$ cat src/sv/mrc_pkg.sv
// Package for the modem response classifier: payload structs, codes, keyword tables.
// No dependencies.
`default_nettype none
package mrc_pkg;
   localparam int LINE_BYTES = 256;
   localparam int LEN_W = $clog2(LINE_BYTES);
   localparam int KW_COUNT = 9;
   localparam int POS_W = 4;
   localparam logic [POS_W-1:0] POS_MAX = 4'd15;

   localparam logic [2:0] RES_PENDING = 3'd0;
   localparam logic [2:0] RES_OK = 3'd1;
   localparam logic [2:0] RES_ERROR = 3'd2;
   localparam logic [2:0] RES_CONNECT = 3'd3;
   localparam logic [2:0] RES_OVERFLOW = 3'd4;

   // Line and batch classes share the low bits of the result codes.
   localparam logic [1:0] CLS_PENDING = 2'd0;
   localparam logic [1:0] CLS_OK = 2'd1;
   localparam logic [1:0] CLS_ERROR = 2'd2;
   localparam logic [1:0] CLS_CONNECT = 2'd3;

   localparam logic [1:0] POL_STANDARD = 2'd0;
   localparam logic [1:0] POL_CALL_END = 2'd2;
   localparam logic [1:0] POL_DATA = 2'd3;

   typedef struct packed {
      logic [7:0] rx_byte;
      logic       batch_last;
   } req_type;

   typedef struct packed {
      logic [2:0] result_code;
      logic [1:0] provisional_code;
   } rsp_type;

   // Event handed from the front (line parser) to the back (batch merger).
   typedef struct packed {
      logic       line_end;   // a line closed, line_class valid
      logic [1:0] line_class; // pending/ok/error/connect
      logic       overflow;
      logic       last;
   } evt_type;

   localparam logic [3:0] KW_LEN [KW_COUNT] = '{4'd2, 4'd5, 4'd10, 4'd10, 4'd7,
                                               4'd10, 4'd4, 4'd9, 4'd11};
   localparam logic [KW_COUNT-1:0] KW_PREFIX = 9'b000011100;

   function automatic logic [7:0] kw_char(input int k, input logic [3:0] p);
      logic [8*11-1:0] s;
      unique case (k)
         0: s = {"OK", 72'h0};
         1: s = {"ERROR", 48'h0};
         2: s = {"+CME ERROR", 8'h0};
         3: s = {"+CMS ERROR", 8'h0};
         4: s = {"CONNECT", 32'h0};
         5: s = {"NO CARRIER", 8'h0};
         6: s = {"BUSY", 56'h0};
         7: s = {"NO ANSWER", 16'h0};
         default: s = "NO DIALTONE";
      endcase
      if (p > 4'd10) kw_char = 8'h00;
      else kw_char = s[8*(10-int'(p)) +: 8];
   endfunction

   function automatic logic is_blank(input logic [7:0] c);
      is_blank = (c == 8'h20) || (c == 8'h09) || (c == 8'h0B) || (c == 8'h0C);
   endfunction
endpackage
`default_nettype wire

$ cat src/sv/mrc_front.sv
// Front end: line parser with streaming keyword matchers; emits line, overflow and batch-end events.
// Depends on mrc_pkg.
`default_nettype none
module mrc_front (
   input  wire logic             clock,
   input  wire logic             reset,
   input  wire logic             clear,
   input  wire logic [1:0]       policy,
   input  wire logic             take,
   input  wire mrc_pkg::req_type req,
   output mrc_pkg::evt_type      evt,
   output logic                  evt_valid
);
   logic [mrc_pkg::LEN_W-1:0]    len_ff, len_in;
   logic                         seen_ff, seen_in;
   logic [mrc_pkg::POS_W-1:0]    pos_ff, pos_in;
   logic [mrc_pkg::KW_COUNT-1:0] alive_ff, alive_in, done_ff, done_in;
   logic                         drop_ff, drop_in;
   logic [7:0]                   c, u;
   logic                         term, ovf;
   logic [1:0]                   cls;

   always_comb begin
      c = req.rx_byte;
      u = (c >= 8'h61 && c <= 8'h7A) ? c - 8'd32 : c;
      term = (c == 8'h0D) || (c == 8'h0A);
      ovf = !term && ({1'b0, len_ff} + 9'd1 >= 9'(mrc_pkg::LINE_BYTES));
      cls = mrc_pkg::CLS_PENDING;
      if (seen_ff) begin
         priority if (done_ff[0]) cls = mrc_pkg::CLS_OK;
         else if (|done_ff[3:1]) cls = mrc_pkg::CLS_ERROR;
         else if (done_ff[4])
            cls = (policy == mrc_pkg::POL_DATA) ? mrc_pkg::CLS_CONNECT : mrc_pkg::CLS_PENDING;
         else if (|done_ff[8:5]) begin
            if (policy == mrc_pkg::POL_STANDARD) cls = mrc_pkg::CLS_PENDING;
            else if (policy == mrc_pkg::POL_CALL_END) cls = mrc_pkg::CLS_OK;
            else cls = mrc_pkg::CLS_ERROR;
         end
         else cls = mrc_pkg::CLS_PENDING;
      end
      len_in = len_ff; seen_in = seen_ff; pos_in = pos_ff;
      alive_in = alive_ff; done_in = done_ff; drop_in = drop_ff;
      evt = '0; evt_valid = 1'b0;
      evt.last = req.batch_last;
      if (take) begin
         if (drop_ff) begin
            if (req.batch_last) drop_in = 1'b0;
         end else if (term) begin
            evt_valid = 1'b1; evt.line_end = 1'b1; evt.line_class = cls;
            len_in = '0; seen_in = 1'b0; pos_in = '0; alive_in = '1; done_in = '0;
         end else if (ovf) begin
            evt_valid = 1'b1; evt.overflow = 1'b1;
            drop_in = !req.batch_last;
         end else begin
            evt_valid = req.batch_last;
            len_in = len_ff + 1'b1;
            if (seen_ff || !mrc_pkg::is_blank(c)) begin
               seen_in = 1'b1;
               for (int k = 0; k < mrc_pkg::KW_COUNT; k++) begin
                  if (pos_ff < mrc_pkg::KW_LEN[k]) begin
                     if (alive_ff[k] && u == mrc_pkg::kw_char(k, pos_ff)) begin
                        if (pos_ff + 4'd1 == mrc_pkg::KW_LEN[k]) begin
                           done_in[k] = 1'b1; alive_in[k] = 1'b0;
                        end
                     end else alive_in[k] = 1'b0;
                  end else if (done_ff[k]) begin
                     if (mrc_pkg::KW_PREFIX[k] && pos_ff == mrc_pkg::KW_LEN[k]) begin
                        if (c == 8'h20 || c == 8'h3A) alive_in[k] = 1'b1;
                        else if (!mrc_pkg::is_blank(c)) done_in[k] = 1'b0;
                     end else if (!alive_ff[k] && !mrc_pkg::is_blank(c)) done_in[k] = 1'b0;
                  end
               end
               pos_in = (pos_ff < mrc_pkg::POS_MAX) ? pos_ff + 4'd1 : mrc_pkg::POS_MAX;
            end
         end
      end
   end

   always_ff @(posedge clock) begin
      if (reset || clear) begin
         len_ff <= '0; seen_ff <= 1'b0; pos_ff <= '0;
         alive_ff <= '1; done_ff <= '0; drop_ff <= 1'b0;
      end else begin
         len_ff <= len_in; seen_ff <= seen_in; pos_ff <= pos_in;
         alive_ff <= alive_in; done_ff <= done_in; drop_ff <= drop_in;
      end
   end
endmodule
`default_nettype wire

$ cat src/sv/mrc_queue.sv
// Two-entry event queue between front and back.
// Depends on mrc_pkg.
`default_nettype none
module mrc_queue (
   input  wire logic             clock,
   input  wire logic             reset,
   input  wire logic             clear,
   input  wire logic             push,
   input  wire mrc_pkg::evt_type push_data,
   input  wire logic             pop,
   output logic                  not_empty,
   output logic                  full,
   output mrc_pkg::evt_type      head
);
   mrc_pkg::evt_type mem_ff [2];
   logic rd_ff, wr_ff;
   logic [1:0] cnt_ff;

   assign not_empty = cnt_ff != 2'd0;
   assign full = cnt_ff == 2'd2;
   assign head = mem_ff[rd_ff];

   always_ff @(posedge clock) begin
      if (push) mem_ff[wr_ff] <= push_data;
      if (reset || clear) begin
         rd_ff <= 1'b0; wr_ff <= 1'b0; cnt_ff <= '0;
      end else begin
         if (push) wr_ff <= !wr_ff;
         if (pop) rd_ff <= !rd_ff;
         cnt_ff <= cnt_ff + {1'b0, push} - {1'b0, pop};
      end
   end
endmodule
`default_nettype wire

$ cat src/sv/mrc_back.sv
// Back end: merges line results per batch, applies policy, registers the result beat.
// Depends on mrc_pkg.
`default_nettype none
module mrc_back (
   input  wire logic             clock,
   input  wire logic             reset,
   input  wire logic             clear,
   input  wire logic [1:0]       policy,
   input  wire logic             evt_valid,
   input  wire mrc_pkg::evt_type evt,
   output logic                  evt_pop,
   output logic                  rsp_valid,
   input  wire logic             rsp_stall,
   output mrc_pkg::rsp_type      rsp_data
);
   logic [1:0] agg_ff, agg_in, held_ff, held_in, res;
   logic       vld_ff, emit, slot;
   mrc_pkg::rsp_type out_ff, out_in;

   assign slot = !vld_ff || !rsp_stall;
   assign evt_pop = evt_valid && slot;
   assign rsp_valid = vld_ff;
   assign rsp_data = out_ff;

   always_comb begin
      agg_in = agg_ff; held_in = held_ff; emit = 1'b0; out_in = out_ff;
      res = mrc_pkg::CLS_PENDING;
      if (evt_pop) begin
         if (evt.overflow) begin
            agg_in = mrc_pkg::CLS_PENDING; emit = 1'b1;
            out_in.result_code = mrc_pkg::RES_OVERFLOW;
            out_in.provisional_code = held_ff;
         end else begin
            if (evt.line_end) begin
               if (evt.line_class == mrc_pkg::CLS_ERROR) agg_in = mrc_pkg::CLS_ERROR;
               else if (agg_ff != mrc_pkg::CLS_ERROR && evt.line_class == mrc_pkg::CLS_CONNECT)
                  agg_in = mrc_pkg::CLS_CONNECT;
               else if (agg_ff == mrc_pkg::CLS_PENDING && evt.line_class == mrc_pkg::CLS_OK)
                  agg_in = mrc_pkg::CLS_OK;
            end
            if (evt.last) begin
               res = agg_in;
               if (policy != mrc_pkg::POL_STANDARD &&
                   (res == mrc_pkg::CLS_OK || res == mrc_pkg::CLS_CONNECT)) begin
                  held_in = res; res = mrc_pkg::CLS_PENDING;
               end
               agg_in = mrc_pkg::CLS_PENDING; emit = 1'b1;
               out_in.result_code = {1'b0, res};
               out_in.provisional_code = held_in;
            end
         end
      end
   end

   always_ff @(posedge clock) begin
      out_ff <= out_in;
      if (reset || clear) begin
         agg_ff <= '0; held_ff <= '0; vld_ff <= 1'b0;
      end else begin
         agg_ff <= agg_in; held_ff <= held_in;
         if (slot) vld_ff <= emit;
      end
   end
endmodule
`default_nettype wire

$ cat src/sv/modem_response_classifier.sv
// Modem response classifier. A result beat follows the byte that causes it through
// the front parse, the event queue and the registered output.
// Throughput: one byte per cycle when the queue is not full (combinational matchers).
// Reset (synchronous, active high) and any csr write clear all parser and batch state;
// the csr write also loads the command policy. No clearing pass is needed.
`default_nettype none
module modem_response_classifier (
   input  wire logic             clock,
   input  wire logic             reset,
   input  wire logic             req_valid,
   output logic                  req_stall,
   input  wire mrc_pkg::req_type req_data,
   output logic                  rsp_valid,
   input  wire logic             rsp_stall,
   output mrc_pkg::rsp_type      rsp_data,
   input  wire logic             csr_write,
   input  wire logic [1:0]       csr_data
);
   logic [1:0] policy_ff;
   logic take, push, full, ne, pop;
   mrc_pkg::evt_type fev, hev;

   // Hold new bytes while the queue is full.
   assign req_stall = full;
   assign take = req_valid && !full;

   always_ff @(posedge clock) begin
      if (reset) policy_ff <= mrc_pkg::POL_STANDARD;
      else if (csr_write) policy_ff <= csr_data;
   end

   mrc_front u_front (.clock, .reset, .clear(csr_write), .policy(policy_ff), .take,
                      .req(req_data), .evt(fev), .evt_valid(push));
   mrc_queue u_queue (.clock, .reset, .clear(csr_write), .push, .push_data(fev), .pop,
                      .not_empty(ne), .full, .head(hev));
   mrc_back u_back (.clock, .reset, .clear(csr_write), .policy(policy_ff),
                    .evt_valid(ne), .evt(hev), .evt_pop(pop), .rsp_valid, .rsp_stall,
                    .rsp_data);
endmodule
`default_nettype wire
$ cat config.mk
export PLATFORM = sky130hd
export DESIGN_NAME = modem_response_classifier
export DESIGN_NICKNAME = d
export VERILOG_FILES = /design/src/sv/mrc_pkg.sv /design/src/sv/mrc_front.sv /design/src/sv/mrc_queue.sv /design/src/sv/mrc_back.sv /design/src/sv/modem_response_classifier.sv
export SDC_FILE = /design/constraint.sdc
export NUM_CORES = 1
export LEC_CHECK = 0
export BUFFER_PORTS_ARGS = -buffer_cell sky130_fd_sc_hd__buf_2
export CAP_MARGIN = 20
export CORE_MARGIN = 2
export CORE_UTILIZATION = 28
export CTS_CLUSTER_SIZE = 14
export DETAILED_ROUTE_END_ITERATION = 7
export PLACE_DENSITY = 0.49
export SYNTH_ARGS = -nofsm -noshare
export SYNTH_HDL_FRONTEND = slang
export SYNTH_SLANG_ARGS = --single-unit
$ cat constraint.sdc
create_clock -name clock -period 3.2 [get_ports clock]
set_input_delay 0.48 -clock clock [delete_from_list [all_inputs] [get_ports clock]]
set_output_delay 0.48 -clock clock [all_outputs]
set_load 0.1 [all_outputs]
# --- Word level (Yosys, flattened, before mapping) ---
# Memories as Yosys holds them, arrays and structs flattened. A register that Yosys moved wholly into a read port is not among the register bits.
# Cells that the tools add are included.
totals:
  inputBits: 16
  wordCells: 468
  n_memories: 1
  output_inout_bits: 7
  ramBits: 10
  regBits: 48
classes:
  eq_ne: 60
  bitwise: 2
  n_lt_le_gt_ge: 12
  add_sub_neg: 7
  shift: 9
  mux: 252
  reduce_logical: 94
mem_list:
  columns: ["name", "depth", "word_bits", "read_ports", "rd_ports_with_merged_regs", "wr", "line_no", "source"]
  rows:
  - ["u_queue.mem_ff", 2, 5, 1, 1, 1, "mrc_queue.sv:15", "mrc_pkg::evt_type mem_ff [2];"]
op_table:
  columns: ["op", "count"]
  rows:
  - ["$mux 88", 54]
  - ["$shiftx 88x32->8", 9]
  - ["$mux 8", 66]
  - ["$mux 1", 99]
  - ["$reduce_and 6->1", 15]
  - ["$eq 8x8->1", 9]
  - ["$ne 3x2->1 const B", 21]
  - ["$mux 9", 6]
  - ["$eq 8x4->1 const B", 5]
  - ["$mux 2", 19]
  - ["$logic_and 1x1->1", 25]
  - ["$mux 4", 6]
  - ["$reduce_and 8->1", 3]
  - ["$reduce_bool 3->1", 7]
  - ["$reduce_bool 2->1", 10]
  - ["$logic_not 1->1", 17]
  - ["$eq 4x3->1 const B", 4]
  - ["$eq 4x4->1 const B", 4]
  - ["$eq 8x6->1 const B", 2]
  - ["$lt 4x4->1 const B", 4]
  - ["$eq 2x2->1 const B", 6]
  - ["$lt 4x3->1 const B", 3]
  - ["$ne 4x3->1 const B", 3]
  - ["$add 8x1->9 const B", 1]
  - ["other kinds (26)", 38]

# --- Depth between registers and ports, before layout ---
depth:
  depth_word: 26
  ltp_mapped: 14

# --- By module ---
# A second synthesis with hierarchy kept.
hier_totals:
  hier_cells: 687
  hier_area_um2: 5386.4
by_module_without_submodules:
  columns: ["mod", "cells_each", "instances", "seq_area_each_um2", "area_per_inst_um2"]
  rows:
  - ["mrc_front", 603, 1, 640.6, 4280.4]
  - ["mrc_queue", 36, 1, 400.4, 586.8]
  - ["mrc_back", 41, 1, 250.2, 445.4]
  - ["modem_response_classifier", 7, 1, 40.0, 73.8]

# --- Least setup slack after synthesis ---
# OpenSTA, ideal clock, no wires.
synth_timing:
  path_type: "register to register"
  start: "reg u_front.pos_ff[0] (netlist bit)"
  end: "reg u_front.alive_ff[5] (netlist bit)"
  path_stages_with_launch: 12
  slack_ns: 0.206
  period_less_slack_ns: 2.994
  arrival_ns: 2.919
  required_ns: 3.126
  cell_sequence: "dfxtp_1 > buf_6 > inv_2 > clkbuf_1 > ha_1 > or3b_2 > nand2_1 > a211oi_1 > xnor2_1 > or4_1 > or4_1 > a31oi_1"
synth_via:
  elab_chain_len: 16
  elab_cells_between_ends: 23
synth_lines:
  columns: ["element", "line_no", "source"]
  rows:
  - ["start: declaration", "mrc_front.sv:16", "logic [mrc_pkg::POS_W-1:0] pos_ff, pos_in;"]
  - ["start signal: assignment", "mrc_front.sv:84", "len_ff <= len_in; seen_ff <= seen_in; pos_ff <= pos_in;"]
  - ["$sub 4x4->5", "mrc_pkg.sv:63", "else kw_char = s[8*(10-int'(p)) +: 8];"]
  - ["$shiftx 88x32->8", "mrc_pkg.sv:63", null]
  - ["$mux 8", "mrc_pkg.sv:62", "if (p > 4'd10) kw_char = 8'h00;"]
  - ["$mux 8", "mrc_front.sv:60", "if (pos_ff < mrc_pkg::KW_LEN[k]) begin"]
  - ["$mux 8", "mrc_front.sv:57", "if (seen_ff || !mrc_pkg::is_blank(c)) begin"]
  - ["$mux 8", "mrc_front.sv:51", "end else if (ovf) begin"]
  - ["$mux 8", "mrc_front.sv:48", "end else if (term) begin"]
  - ["$mux 8", "mrc_front.sv:46", "if (drop_ff) begin"]
  - ["$mux 8", "mrc_front.sv:45", "if (take) begin"]
  - ["$eq 8x8->1", "mrc_front.sv:61", "if (alive_ff[k] && u == mrc_pkg::kw_char(k, pos_ff)) begin"]
  - ["$logic_and 1x1->1", "mrc_front.sv:61", null]
  - ["$mux 1", "mrc_front.sv:61", null]
  - ["$mux 1", "mrc_front.sv:60", null]
  - ["$mux 9", "mrc_front.sv:57", null]
  - ["$mux 9", "mrc_front.sv:51", null]
  - ["$mux 9", "mrc_front.sv:48", null]
  - ["end signal: assignment", "mrc_front.sv:85", "alive_ff <= alive_in; done_ff <= done_in; drop_ff <= drop_in;"]
  - ["end: declaration", "mrc_front.sv:17", "logic [mrc_pkg::KW_COUNT-1:0] alive_ff, alive_in, done_ff, done_in;"]
# Parallel ways exist; a longest one is shown, timed or not. The select of a mux whose other input is x is not followed.
# A chain may end at the register's enable or synchronous reset.

# --- Worst setup path in the final report ---
# Same ends and word-level chain as after synthesis.

==> flow_summary.toml <==
[worst_hold_path]
min_path_type = "input pin to flip-flop"
min-delay-start = "reset"
hold_path_end = "policy_ff[1]$_SDFFE_PP0P_"
holdPathStages = 2

[route]
wl_per_cell_um = 19.00
viasPerCell = 5.701
wl_met3_um = 1064
vias = 5313
met1_length_um = 7927
drt_iter0_markers = 570
ant_nets = 0
wl_um = 17700
drt_first_pass_iters = 5
met2_length_um = 8047
drc = 0
routed.top_layer = "met4"

[layout]
layout_common_cells = "nor2_1 (68), a21oi_1 (58), nand2_1 (56), dfxtp_1 (44), buf_4 (42)"
area_delta_synth_final_pct = 16.02
final_common_cell = "nor2_1"
antenna_cells = 0
nets = 724
drive_gt1_share_pct = 14.94
nFillCells = 1874
final_util_pct = 32.97

[synth]
async_flop_share_pct = 0
synth_area_mm2 = 0.005070
ys_seq_area_share_pct = 26.26
yosys.area.top_type = "dfxtp_1"
yosys.area.top_type_share_pct = 17.37
synth_nets = 699
synth_edf_count = 15
ys.warnings.count = 0
ys_ff_latch = 59
synthTopCellsByArea = "dfxtp_1 (17%), edfxtp_1 (8.9%), a21oi_1 (5.7%), xnor2_1 (5.4%), nor2_1 (5.0%)"
ys_types = 74
synthFlopType = "dfxtp_1"
avgSynthCellArea_um2 = 7.533
syn_inst = 673

[clock_tree]
cts_sinks = 59
cts_tree = "done"
clock_latency_ps = 330
htree_levels = 3
numCtsBuffers = 9
cts_buffer_depth = 2
cts_root_buffer = "clkbuf_16"
clk_pin_slew_ps = 50
cts_setup_buffers = 0

[timing]
setup_tns_ps = 0
finalSetupViolations = 0
fin_skew_ps = 6.044
period_minus_slack_ps = 3045
tightest_slew_ps = 819.4
fin_crit_sh_pct = 95.15
relSlewSlack_pct = 44.60
fmax_mhz = 328.4
whs_ps = 350.5
drv_slew = 0
final-hold-violation-count = 0
rsz0062_at_grt = "false"

[floorplan]
initial_core_util_pct = 28.42
die_x_um = 138.6
dieArea_mm2 = 0.01920
ios = 23
coreArea_mm2 = 0.01784
num_rows = 49
fp.dieH_um = 138.6

[status]
status = "complete, no violations"

[worst_setup_path]
cp-end-kind = "flip-flop"
critPathSlowestCell = "nor4b_1"
cp-start-kind = "flip-flop"
slowest_delay_ps = 690
crit_required_ps = 3460
r2r_slack_ps = 160
crit_chain = "ha_1, buf_12, nor4b_1, nand2_1, a21boi_0, xnor2_1, nand4_1, or4_1, a31oi_1"
arrival_ps = 3300
crit_type = "flip-flop to flip-flop"
worstReg2RegEnd = "u_front.alive_ff[5]$_SDFFE_PP1P_"
path_max_fanout = 25
startpoint = "u_front.pos_ff[0]$_SDFFE_PP0P_"
rr_worst_depth = 9
r2r_start = "u_front.pos_ff[0]$_SDFFE_PP0P_"

[global_route]
grt_pass1_wl_um = 28320
track_usage_pct = 18.20
antenna_found_initial = 0
grt_max_degree = 48
grt_pass1_vias = 5119
grt-ovfl-total = 0

[power]
ir_drop_uv = 342.5
switching_power_w = 0.0007001
total_leakage_power_nw = 2.157
p_int_w = 0.001571
clockPowerShare_pct = 42.3
p_per_area_mw_per_mm2 = 386.1
power_frac_comb_pct = 21.5
p_seq_share_pct = 36.2
swShare_pct = 30.83

[placement]
place.gp.congestion = 0.9380
dpl.hpwl_um = 13280
port_buffers = 22

[job]
maxCapViolations = 0
==> Yosys cell counts, types with 15 or more instances <==
library cell and count:
clkbuf_1 24, a21oi_1 58, inv_1 16, nand2_1 56
dfxtp_1 44, nor2b_1 15, nand3_1 24, xnor2_1 31
nor2_1 68, o21ai_0 40, edfxtp_1 15, nor3_1 20
xor2_1 16, nand2b_1 15, buf_2 16
==> metal layers <==
metal / vias up / GRT usage, %
met4: 0 / 8.432
met3: 51 / 2.348
met5: - / 0
met2: 238 / 29.29
li1: 2504 / -
met1: 2520 / 24.34
==> timing repair <==
item	CTS	global route
endpoints found under the setup margin	0	2
hold buffers	0	0
gates resized for setup	0	1
==> registers in the layout (all words and copies together), names as in the netlist, named ones only <==
register          flops
u_front.len_ff        8
u_back.agg_ff         2
u_front.seen_ff       1
u_front.alive_ff      9
u_queue.wr_ff         1
u_front.done_ff       9
u_back.rsp_data       5
policy_ff             2
u_queue.rd_ff         1
u_queue.cnt_ff        2
u_front.pos_ff        4
u_front.drop_ff       1
u_back.rsp_valid      1
u_back.held_ff        2
u_queue.mem_ff       10
==> cell type report <==
class	instances	area (um2)	area share, %
multi-input cells	543	3425	58.22
clock inverters	7	77.57	1.319
repair buffers	66	465.4	7.913
flip-flops and latches	59	1331	22.63
clock buffers	9	225.2	3.829
inverters	19	71.32	1.213
well taps	229	286.5	4.871
==> power groups by stage <==
stage                     logic (W)  registers (W)  clock network (W)
after floorplan            0.000300       0.000884                  0
after global routing       0.000528       0.000824            0.00102
after CTS                  0.000484       0.000821           0.000982
after global placement     0.000478       0.000836                  0
final                      0.000489       0.000821           0.000961
after detailed placement   0.000482       0.000836                  0
==> worst max-delay path by stage <==
stage                                        to  slack, ps
5_1_grt        u_front.alive_ff[7]$_SDFFE_PP1P_        0.1
4_1_cts        u_front.alive_ff[5]$_SDFFE_PP1P_        230
2_1_floorplan  u_front.alive_ff[5]$_SDFFE_PP1P_        210
6_report       u_front.alive_ff[5]$_SDFFE_PP1P_        160
3_5_place_dp   u_front.alive_ff[7]$_SDFFE_PP1P_        240
3_3_place_gp   u_front.alive_ff[5]$_SDFFE_PP1P_        190
==> kinds of logic after synthesis <==
group,count (synthesis),synth area share [%]
buffers and inverters,71,6.466
adder cells (fa/ha/maj),10,2.468
flip-flops,59,26.26
AND/OR/NAND/NOR,279,28.80
XOR/XNOR,47,8.119
multiplexers,15,3.085
AO/OA/AOI/OAI,192,24.80
==> metrics by stage <==
stage	cells	power [W]	worst slack, ps	cell area (um2)
after floorplan	673	0.001184	206.4	5070
after global placement	916	0.001313	192.7	5573
after detailed placement	916	0.001319	239.9	5573
after CTS	932	0.002287	225.0	5876
after global routing	932	0.002368	0.1406	5882
final	932	0.002271	155.2	5882
==> critical path, delay by kind of cell (launching register included) <==
| family | cells | cell delay, ps |
|---|---|---|
| buffers and inverters | 1 | 220 |
| adder cells (fa/ha/maj) | 1 | 340 |
| flip-flops | 1 | 330 |
| AO/OA/AOI/OAI | 2 | 450 |
| XOR/XNOR | 1 | 150 |
| AND/OR/NAND/NOR | 4 | 1490 |
No activity file was read; power rests on OpenSTA's default activity.
